**src/sv/crc_pkg.sv**
```systemverilog
package crc_pkg;

    localparam int HIST_DEPTH_DEF = 3;
    localparam int WAVE_COUNT_DEF = 2;
    localparam int MAX_HARM_DEF   = 8;

    localparam int DIVIDEND_W = 64;
    localparam int DIVISOR_W  = 31;
    localparam int RADICAND_W = 64;
    localparam int ROOT_W     = 32;

    typedef enum logic [2:0] {
        REG_QM     = 3'd0,
        REG_MASS   = 3'd1,
        REG_HCOUNT = 3'd2,
        REG_FREQ_A = 3'd3,
        REG_FREQ_B = 3'd4,
        REG_MODE_A = 3'd5,
        REG_MODE_B = 3'd6
    } crc_reg_t;

    typedef enum logic [1:0] {
        CMD_INIT = 2'd0,
        CMD_PUSH = 2'd1,
        CMD_EVAL = 2'd2,
        CMD_NONE = 2'd3
    } crc_cmd_t;

    // status of an iterative unit toward the sequencer
    typedef struct packed {
        logic busy;
        logic done;
    } crc_unit_st_t;

    // saturate a quotient magnitude with its sign to 32-bit signed
    function automatic logic signed [31:0] sat_quot(input logic [63:0] q, input logic neg);
        logic signed [31:0] r;
        if (neg) begin
            if (q > 64'h0000_0000_8000_0000) r = 32'sh8000_0000;
            else r = 32'(~q[31:0] + 32'd1);
        end else begin
            if (q > 64'h0000_0000_7FFF_FFFF) r = 32'sh7FFF_FFFF;
            else r = 32'(q[31:0]);
        end
        return r;
    endfunction

    function automatic logic signed [31:0] sat_res(input logic signed [53:0] v);
        logic signed [31:0] r;
        if (v > 54'sd2147483647) r = 32'sh7FFF_FFFF;
        else if (v < -54'sd2147483648) r = 32'sh8000_0000;
        else r = v[31:0];
        return r;
    endfunction

    function automatic logic flipped(input logic signed [31:0] a, input logic signed [31:0] b);
        return ((a < 0) && (b > 0)) || ((a > 0) && (b < 0));
    endfunction

endpackage

```
**src/sv/crc_div.sv**
```systemverilog
module crc_div
    import crc_pkg::*;
(
    input  logic                  aclk,
    input  logic                  aresetn,
    input  logic                  start,
    input  logic [DIVIDEND_W-1:0] dividend,
    input  logic [DIVISOR_W-1:0]  divisor,
    output crc_unit_st_t          stat,
    output logic [DIVIDEND_W-1:0] quotient
);

    localparam int CNT_W = $clog2(DIVIDEND_W + 1);

    logic [DIVIDEND_W-1:0] quo_reg;
    logic [DIVISOR_W-1:0]  rem_reg;
    logic [DIVISOR_W-1:0]  dvs_reg;
    logic [CNT_W-1:0]      cnt_reg;
    logic                  busy_reg;
    logic                  done_reg;
    logic [DIVISOR_W:0]    rem_sh;
    logic                  fits;

    assign rem_sh = {rem_reg, quo_reg[DIVIDEND_W-1]};
    assign fits   = rem_sh >= {1'b0, dvs_reg};

    // restoring division, one quotient bit per cycle
    always_ff @(posedge aclk) begin
        if (!aresetn) begin
            busy_reg <= 1'b0;
            done_reg <= 1'b0;
            cnt_reg  <= '0;
        end else begin
            done_reg <= 1'b0;
            if (start) begin
                busy_reg <= 1'b1;
                cnt_reg  <= '0;
                quo_reg  <= dividend;
                rem_reg  <= '0;
                dvs_reg  <= divisor;
            end else if (busy_reg) begin
                rem_reg <= fits ? DIVISOR_W'(rem_sh - {1'b0, dvs_reg}) : rem_sh[DIVISOR_W-1:0];
                quo_reg <= {quo_reg[DIVIDEND_W-2:0], fits};
                cnt_reg <= cnt_reg + CNT_W'(1);
                if (cnt_reg == CNT_W'(DIVIDEND_W - 1)) begin
                    busy_reg <= 1'b0;
                    done_reg <= 1'b1;
                end
            end
        end
    end

    assign stat.busy = busy_reg;
    assign stat.done = done_reg;
    assign quotient  = quo_reg;

endmodule

```
**config.mk**
```make
export PLATFORM = sky130hd
export DESIGN_NAME = crc_div
export DESIGN_NICKNAME = d
export VERILOG_FILES = /design/src/sv/crc_pkg.sv /design/src/sv/crc_div.sv
export SDC_FILE = /design/constraint.sdc
export NUM_CORES = 1
export LEC_CHECK = 0
export BUFFER_PORTS_ARGS = -buffer_cell sky130_fd_sc_hd__buf_2
export CORE_MARGIN = 2
export CORE_UTILIZATION = 48
export CTS_CLUSTER_DIAMETER = 150
export DETAILED_ROUTE_END_ITERATION = 8
export MAX_ROUTING_LAYER = met4
export PLACE_DENSITY = 0.81
export SLEW_MARGIN = 5
export SYNTH_ARGS = -nofsm -noshare
export SYNTH_HDL_FRONTEND = slang
export SYNTH_SLANG_ARGS = --single-unit
```
**constraint.sdc**
```tcl
create_clock -name aclk -period 8.05 [get_ports aclk]
set_input_delay 0.4025 -clock aclk [delete_from_list [all_inputs] [get_ports aclk]]
set_output_delay 0.4025 -clock aclk [all_outputs]
set_load 0.1 [all_outputs]
```
# Word level (Yosys, flattened, before mapping)
# Cells that the tools add are included.
# Widths: inputs -> output; s select.
[word_totals]
ff_bits = 135
latchBits = 0
ramBits = 0
romBits = 0
input_bits = 98
output_inout_bits = 66
word_cells = 25
memories = 0
[classes]
add_sub_neg = 2
mul = 0
n_div = 0
magnitude_cmp = 1
n_eq_ne = 1
shift = 0
mux = 8
n_bitwise = 2
n_reduce_logical = 5
[ops]
columns = ["cell", "count"]
rows = [
  ["$mux 64", 2],
  ["$mux 31", 2],
  ["$ge 32x31->1", 1],
  ["$sub 31x31->31", 1],
  ["$add 7x1->7 const B", 1],
  ["$eq 7x6->1 const B", 1],
  ["$mux 1", 4],
  ["$reduce_and 2->1", 2],
  ["$reduce_or 3->1", 1],
  ["$not 1->1", 2],
  ["$reduce_bool 2->1", 1],
  ["$reduce_or 2->1", 1],
]

# Logic depth before layout (Yosys ltp)
# Gate-level depths: netlist of the first run.
[logic_depth]
word_depth = 4
depth_mapped = 13
depth_no_buf = 11

# Worst setup path before layout of the first run
# Ideal clock, no wire load.
[synth_path]
path_type = "input -> register"
startpoint = "input start"
endpoint = "register quo_reg[0], in the netlist quotient[0], enable pin"
setup_ps = 462
t_arrival_ps = 3067
required_time_ps = 7588
setup_slack_ps = 4522
cell_stages = 3
n_path_buf = 2
cell_sequence = "clkbuf_1 > clkbuf_1 > o21a_1"
[synth_between]
elab_chain_len = 2
[synth_lines]
columns = ["element", "line_no", "source"]
rows = [
  ["start, declared", "crc_div.sv:6", "input logic start,"],
  ["$reduce_bool 2->1 (no line)", "--", ""],
  ["$reduce_and 2->1 (no line)", "--", ""],
  ["end signal, assigned", "crc_div.sv:38", "quo_reg <= dividend;"],
  ["end signal, assigned", "crc_div.sv:43", "quo_reg <= {quo_reg[DIVIDEND_W-2:0], fits};"],
  ["end, declared", "crc_div.sv:15", "logic [DIVIDEND_W-1:0] quo_reg;"],
]
# Every way passes these cells.
# A chain may end at the register's enable or synchronous reset.

# Final worst setup path of the first run
[layout_path]
startpoint = "register rem_reg[24]"
endpoint = "register quo_reg[0], in the netlist quotient[0] (data pin)"
[layout_between]
elab_chain_len = 3
[layout_lines]
columns = ["element", "line_no", "source"]
rows = [
  ["start, declared", "crc_div.sv:16", "logic [DIVISOR_W-1:0] rem_reg;"],
  ["start signal, assigned", "crc_div.sv:42", "rem_reg <= fits ? DIVISOR_W'(rem_sh - {1'b0, dvs_reg}) : rem_sh[DIVISOR_W-1:0];"],
  ["$ge 32x31->1", "crc_div.sv:25", "assign fits = rem_sh >= {1'b0, dvs_reg};"],
  ["$mux 64", "crc_div.sv:41", "end else if (busy_reg) begin"],
  ["$mux 64", "crc_div.sv:35", "if (start) begin"],
]
# Every way passes these cells. The select of a mux whose other input is x is not followed.

==> results of run 1 <==
-- layer usage --
layer	share of wire	up-vias	GRT usage
met5	0	-	-
met4	0.017	0	0.0666
met3	0.070	19	0.0654
met2	0.49	187	0.349
met1	0.42	2530	0.250
li1	-	2605	-
-- worst max-delay path by stage --
stage | from | to | slack (ps)
CTS | quotient[63] | quotient[0] | 4480
finish | rem_reg[24] | quotient[0] | 4520
global route | quotient[63] | quotient[0] | 4230
global placement | rem_reg[24] | quotient[0] | 4570
detailed placement | rem_reg[24] | quotient[0] | 4470
floorplan | start | quotient[0] | 4520
-- power by group through the flow --
stage | Sequential, mW | Combinational (mW) | Clock [mW]
2_1_floorplan | 1.02 | 0.284 | 0
3_3_place_gp | 0.873 | 0.530 | 0
3_5_place_dp | 0.874 | 0.538 | 0
4_1_cts | 0.861 | 0.541 | 0.802
5_1_grt | 0.866 | 0.584 | 0.829
6_report | 0.860 | 0.541 | 0.789
-- cell families (layout without fill, tap and decap cells) --
family,count (synthesis),count (layout),synth area share
AOI/OAI and AO/OA,128,128,0.117
xor gates and xnor gates,23,23,0.0279
adders and majority gates,33,33,0.0582
buffers and inverters,60,234,0.0338
DFF,135,135,0.548
muxes,68,68,0.106
other,0,1,0
and+or+nand+nor,165,165,0.110
-- layout make-up --
class | count | area, µm²
fillers | 1212 | 5850
flip-flops and latches | 135 | 3960
multi-input cells | 417 | 3030
repair buffers | 166 | 841
clock buffers | 18 | 429
well taps | 184 | 230
clock inverters | 14 | 164
inverters | 36 | 135
diodes | 1 | 2.50
-- synthesized netlist by cell type (12+ instances only) --
cell type,n,share of area
inv_1,36,0.019
mux2_2,66,0.10
xnor2_1,12,0.015
edfxtp_1,126,0.52
ha_1,32,0.055
o21ai_0,13,0.0090
nor2_1,29,0.015
clkbuf_1,16,0.0083
a21o_1,13,0.014
a21oi_1,51,0.035
nand2_1,71,0.037
-- cell usage in the layout, fill, tap and decap left out, types with 9 or more instances in the layout --
cell type,netlist,routed
nand4_1,9,9
xor2_1,11,11
ha_1,32,32
edfxtp_1,126,126
a21oi_1,51,51
buf_2,3,162
nand2_1,71,71
inv_1,36,36
dfxtp_1,9,9
a21o_1,13,13
o21ai_0,13,13
mux2_2,66,66
nor3_1,11,11
clkbuf_16,0,17
nor2_1,29,29
xnor2_1,12,12
==> reports/qor.txt, run 1 <==
Worst EP required = 8220 ps
Max FO, Critical Path = 30
Hold Path End = dvs_reg[19]
DRC = 0
vias in the first global route = 5,380
I/O Pins = 164
First-pass DRT Iterations = 4
Logic pwr share = 0.247
Async SR Flop Fraction = 0
number of CTS-inserted buffers = 17
hold slack = 152 ps
GP Congestion = 0.916
final setup vio count = 0
Post-CTS Hold Buffers = 0
HP Class = input port to flop
grt total ovfl = 0
final worst slack = 4520 ps
Slew Viols, Final = 0
postcts setup bufs = 0
Least-Margin Pin Slew = 1080 ps
post-place instance area = 0.00820 mm²
worst r2r src = rem_reg[24]
CORE AREA = 0.0146 mm²
placed cells = 938
Final Cycle Share = 0.439
Worst path depth = 8
post-DP HPWL = 11,600 µm
wirelength, routed = 16,300 µm
Buffers on Ports = 163
Synth Warn # = 0
Final TNS setup = 0 ps
maximum VDD drop = 0.000195 V
FF+latch count, synth = 135
RSZ-0062 raised after global routing = no
P_int = 1.47 mW
WL/cell = 16.8 µm
top_reg_cell synth = edfxtp_1
Rel. slew slack = 0.277
final core utilization = 0.600
Post-Layout Cell Count = 971
EDFF count, synth = 126
Net Sw Frac = 0.326
Pleak = 3.68 nW
Fin. Hold Viols = 0
CP max-delay cell = nand2_1
hold path cells = 1
post-synthesis sequential area ratio = 0.548
arrival time of the worst setup path = 3700 ps
Clock Latency Late Sink = 430 ps
R2R Setup Slk = 4520 ps
Critical Path Source Type = flop
Worst R2R End = quotient[0]
Avg Synthesized Cell Area = 11.8 µm²
Die Width = 127 µm
part of the power in registers = 0.393
initial core utilization = 0.494
Fmax = 283 MHz
Layout area overhead = 21.7%
pwr dens = 249 mW/mm²
HP Start = divisor[19]
Max stage delay on crit path = 700 ps
Setup Skew = 11.4 ps
minimum clock period = 3530 ps
Top delay family on crit path = compound AO/OA/AOI/OAI gates
CTS Buffer Depth = 2
final net count = 904
Die Area = 0.0161 mm²
Switch Pwr = 0.715 mW
residual antenna-violating net count after detailed routing = 0
via count = 5,341
post-CTS resize count = 0
clock share of power = 0.360
R2R depth = 8
drt initial violations = 291
Buf/Inv on CP = 0
fraction of layout cells with a size suffix above 1 = 0.346
vias per cell = 5.50
clock slew seen by the registers of the worst setup and hold paths = 60 ps
Root Driver = clkbuf_16
first-pass GRT wire length = 25,800 µm
Synth Instances = 612
Die H = 127 µm
Power, Total = 2.19 mW
post-synthesis cell area = 0.00723 mm²
# H-tree levels = 4
outcome = complete, no violations
syn_nets = 743
CTS Sinks = 135
pre-CTS setup slack = 4470 ps
All-Layer GR Usage = 0.211
Post-Layout Inst Area = 0.00879 mm²
row count = 44
CP most frequent cell = a21o_1
crit-path cells = ha_1 -> a21o_1 -> a21o_1 -> a21o_1 -> a221o_1 -> o31ai_2 -> nand2_1 -> mux2_2
initial antenna violation count = 1
largest net degree at the start of global routing = 86
CTS tree = built
total of max-cap violations = 0
critical path class = flop to flop
number of flip-flops in the largest register = 64
Synth cell types = 57
Worst setup EP type = flop
No activity file was read; power rests on OpenSTA's default activity.
==> run 2: changes to the inputs <==
--- a/config.mk
+++ b/config.mk
@@ -11,7 +11,7 @@
 export CTS_CLUSTER_DIAMETER = 150
 export DETAILED_ROUTE_END_ITERATION = 8
 export MAX_ROUTING_LAYER = met4
-export PLACE_DENSITY = 0.81
+export PLACE_DENSITY = 0.84
 export SLEW_MARGIN = 5
 export SYNTH_ARGS = -nofsm -noshare
 export SYNTH_HDL_FRONTEND = slang
==> constraint.sdc (replaced) <==
create_clock -name aclk -period 3.1 [get_ports aclk]
set_input_delay 0.155 -clock aclk [delete_from_list [all_inputs] [get_ports aclk]]
set_output_delay 0.155 -clock aclk [all_outputs]
set_load 0.1 [all_outputs]
==> run 2 against run 1 <==
Sequential share of layout area decreased by 3.2 points. Final cell count increased by 5.8%. Total power increased to 2.6 times the previous value. Via count increased by 4.7%. Maximum frequency increased by 16%. Global-route usage increased by 1.2 points. Flip-flop and latch count unchanged. Hold slack got worse by 120 ps. Register-to-register slack got worse by 4500 ps. Cell area increased by 7.6%.
==> reports/qor.txt, run 2 (synthesis results as in run 1) <==
largest net degree at the start of global routing = 64 (was 86)
final setup vio count = 0 (unchanged)
WL/cell = 16.7 µm (was 16.8 µm)
grt total ovfl = 0 (unchanged)
minimum clock period = 3040 ps (was 3530 ps)
CTS Buffer Depth = 2 (unchanged)
critical path class = flop to flop (unchanged)
vias per cell = 5.45 (was 5.50)
clock slew seen by the registers of the worst setup and hold paths = 70 ps (was 60 ps)
final net count = 960 (was 904)
most frequent cells in the layout = buf_2 (162), edfxtp_1 (126), nand2_1 (70), mux2_2 (66), a21oi_1 (49) (was buf_2 (162), edfxtp_1 (126), nand2_1 (71), mux2_2 (66), a21oi_1 (51))
Post-Layout Cell Count = 1,027 (was 971)
Worst setup EP type = flop (unchanged)
wirelength, routed = 17,200 µm (was 16,300 µm)
commonest non-fill, non-tap cell in the layout = buf_2 (unchanged)
RSZ-0062 raised after global routing = yes (was no)
Slew Viols, Final = 0 (unchanged)
pwr dens = 607 mW/mm² (was 249 mW/mm²)
Die Width = 127 µm (unchanged)
first-pass GRT wire length = 27,300 µm (was 25,800 µm)
initial antenna violation count = 1 (unchanged)
Critical Path Source Type = flop (unchanged)
Root Driver = clkbuf_16 (unchanged)
residual antenna-violating net count after detailed routing = 0 (unchanged)
Buffers on Ports = 163 (unchanged)
CORE AREA = 0.0146 mm² (unchanged)
Layout area overhead = 30.9% (was 21.7%)
initial core utilization = 0.494 (unchanged)
Die Area = 0.0161 mm² (unchanged)
All-Layer GR Usage = 0.223 (was 0.211)
post-DP HPWL = 12,300 µm (was 11,600 µm)
Max FO, Critical Path = 6 (was 30)
arrival time of the worst setup path = 3310 ps (was 3700 ps)
Pleak = 3.94 nW (was 3.68 nW)
drt initial violations = 366 (was 291)
maximum VDD drop = 0.000558 V (was 0.000195 V)
CTS Sinks = 135 (unchanged)
fraction of layout cells with a size suffix above 1 = 0.376 (was 0.346)
vias in the first global route = 5,757 (was 5,380)
number of CTS-inserted buffers = 17 (unchanged)
DRC = 0 (unchanged)
Rel. slew slack = 0.655 (was 0.277)
First-pass DRT Iterations = 4 (unchanged)
row count = 44 (unchanged)
Least-Margin Pin Slew = 522 ps (was 1080 ps)
number of flip-flops in the largest register = 64 (unchanged)
via count = 5,593 (was 5,341)
total of max-cap violations = 0 (unchanged)
Clock Latency Late Sink = 420 ps (was 430 ps)
outcome = complete, no violations (unchanged)
Fmax = 329 MHz (was 283 MHz)
Final Cycle Share = 0.980 (was 0.439)
I/O Pins = 164 (unchanged)
# H-tree levels = 4 (unchanged)
HP Class = input port to flop (unchanged)
Setup Skew = 11.0 ps (was 11.4 ps)
R2R Setup Slk = 60 ps (was 4520 ps)
final core utilization = 0.646 (was 0.600)
Fin. Hold Viols = 0 (unchanged)
CTS tree = built (unchanged)
Die H = 127 µm (unchanged)
Worst EP required = 3370 ps (was 8220 ps)
GP Congestion = 0.961 (was 0.916)
placed cells = 956 (was 938)
==> run 2: cell count changes in the layout (fill, tap and decap cells not counted), sizes merged <==
cell	delta
clkinv	+2
buf	+25
bufinv	-1
clkbuf	-1
dlygate4sd3	+31
==> run 2: per-stage QoR <==
step           instance area (µm²)  TNS, ps  hold slack (ps)  total power [mW]  worst slack, ps
2_1_floorplan                 7270    -1910              254              3.40             -248
3_3_place_gp                  8390        0              333              3.71              137
3_5_place_dp                  8390        0              333              3.73             63.0
4_1_cts                       9270        0             6.67              5.73             5.51
5_1_grt                       9460    -40.0             18.4              5.98            -32.7
6_report                      9460        0             28.5              5.75             63.5
==> run 2: final timing paths <==
path | endpoint | from | depth (start not counted)
max | rem_reg[26] | rem_reg[8] | 10
min | quotient[62] | dividend[62] | 2
max reg2reg | rem_reg[26] | rem_reg[8] | 10
min reg2reg | cnt_reg[5] | cnt_reg[5] | 2
==> run 2: per-layer routing <==
metal	GRT usage	routed length, µm	up-vias
met1	0.255	7130	2657
met2	0.369	8450	179
met4	0.0899	506	0
li1	-	-	2717
met3	0.0679	1100	40
met5	-	0	-
==> run 2: area by class of cell <==
type                       instances  area, µm²
multi-input combinational        417       3180
clock buffer                      17        425
antenna                            1       2.50
sequential                       135       3960
tap                              184        230
fill                            1135       5180
timing repair buffer             222       1380
inverter                          36        135
clock inverter                    15        145
==> run 2: repair_timing <==
item / 4_1_cts / 5_1_grt
resized for setup: 0 / 20
setup buffers: 0 / 7
setup endpoints to repair: 0 / 25
endpoints found under the hold margin: 31 / 0
hold buffers: 31 / 0
==> run 2: power breakdown <==
group | internal [mW] | switching (mW) | total [mW]
registers | 2.17 | 0.0676 | 2.24
logic | 0.554 | 1.00 | 1.56
clock network | 1.12 | 0.827 | 1.95
==> run 2: worst max-delay path, cell delays in order (launching register included) <==
cell	delay (ps)
edfxtp_1	440
ha_4	300
nand2_2	60
or3_4	400
or3_4	390
a31oi_4	230
o31ai_4	100
and2_4	180
buf_4	150
or3b_2	480
a21oi_2	150
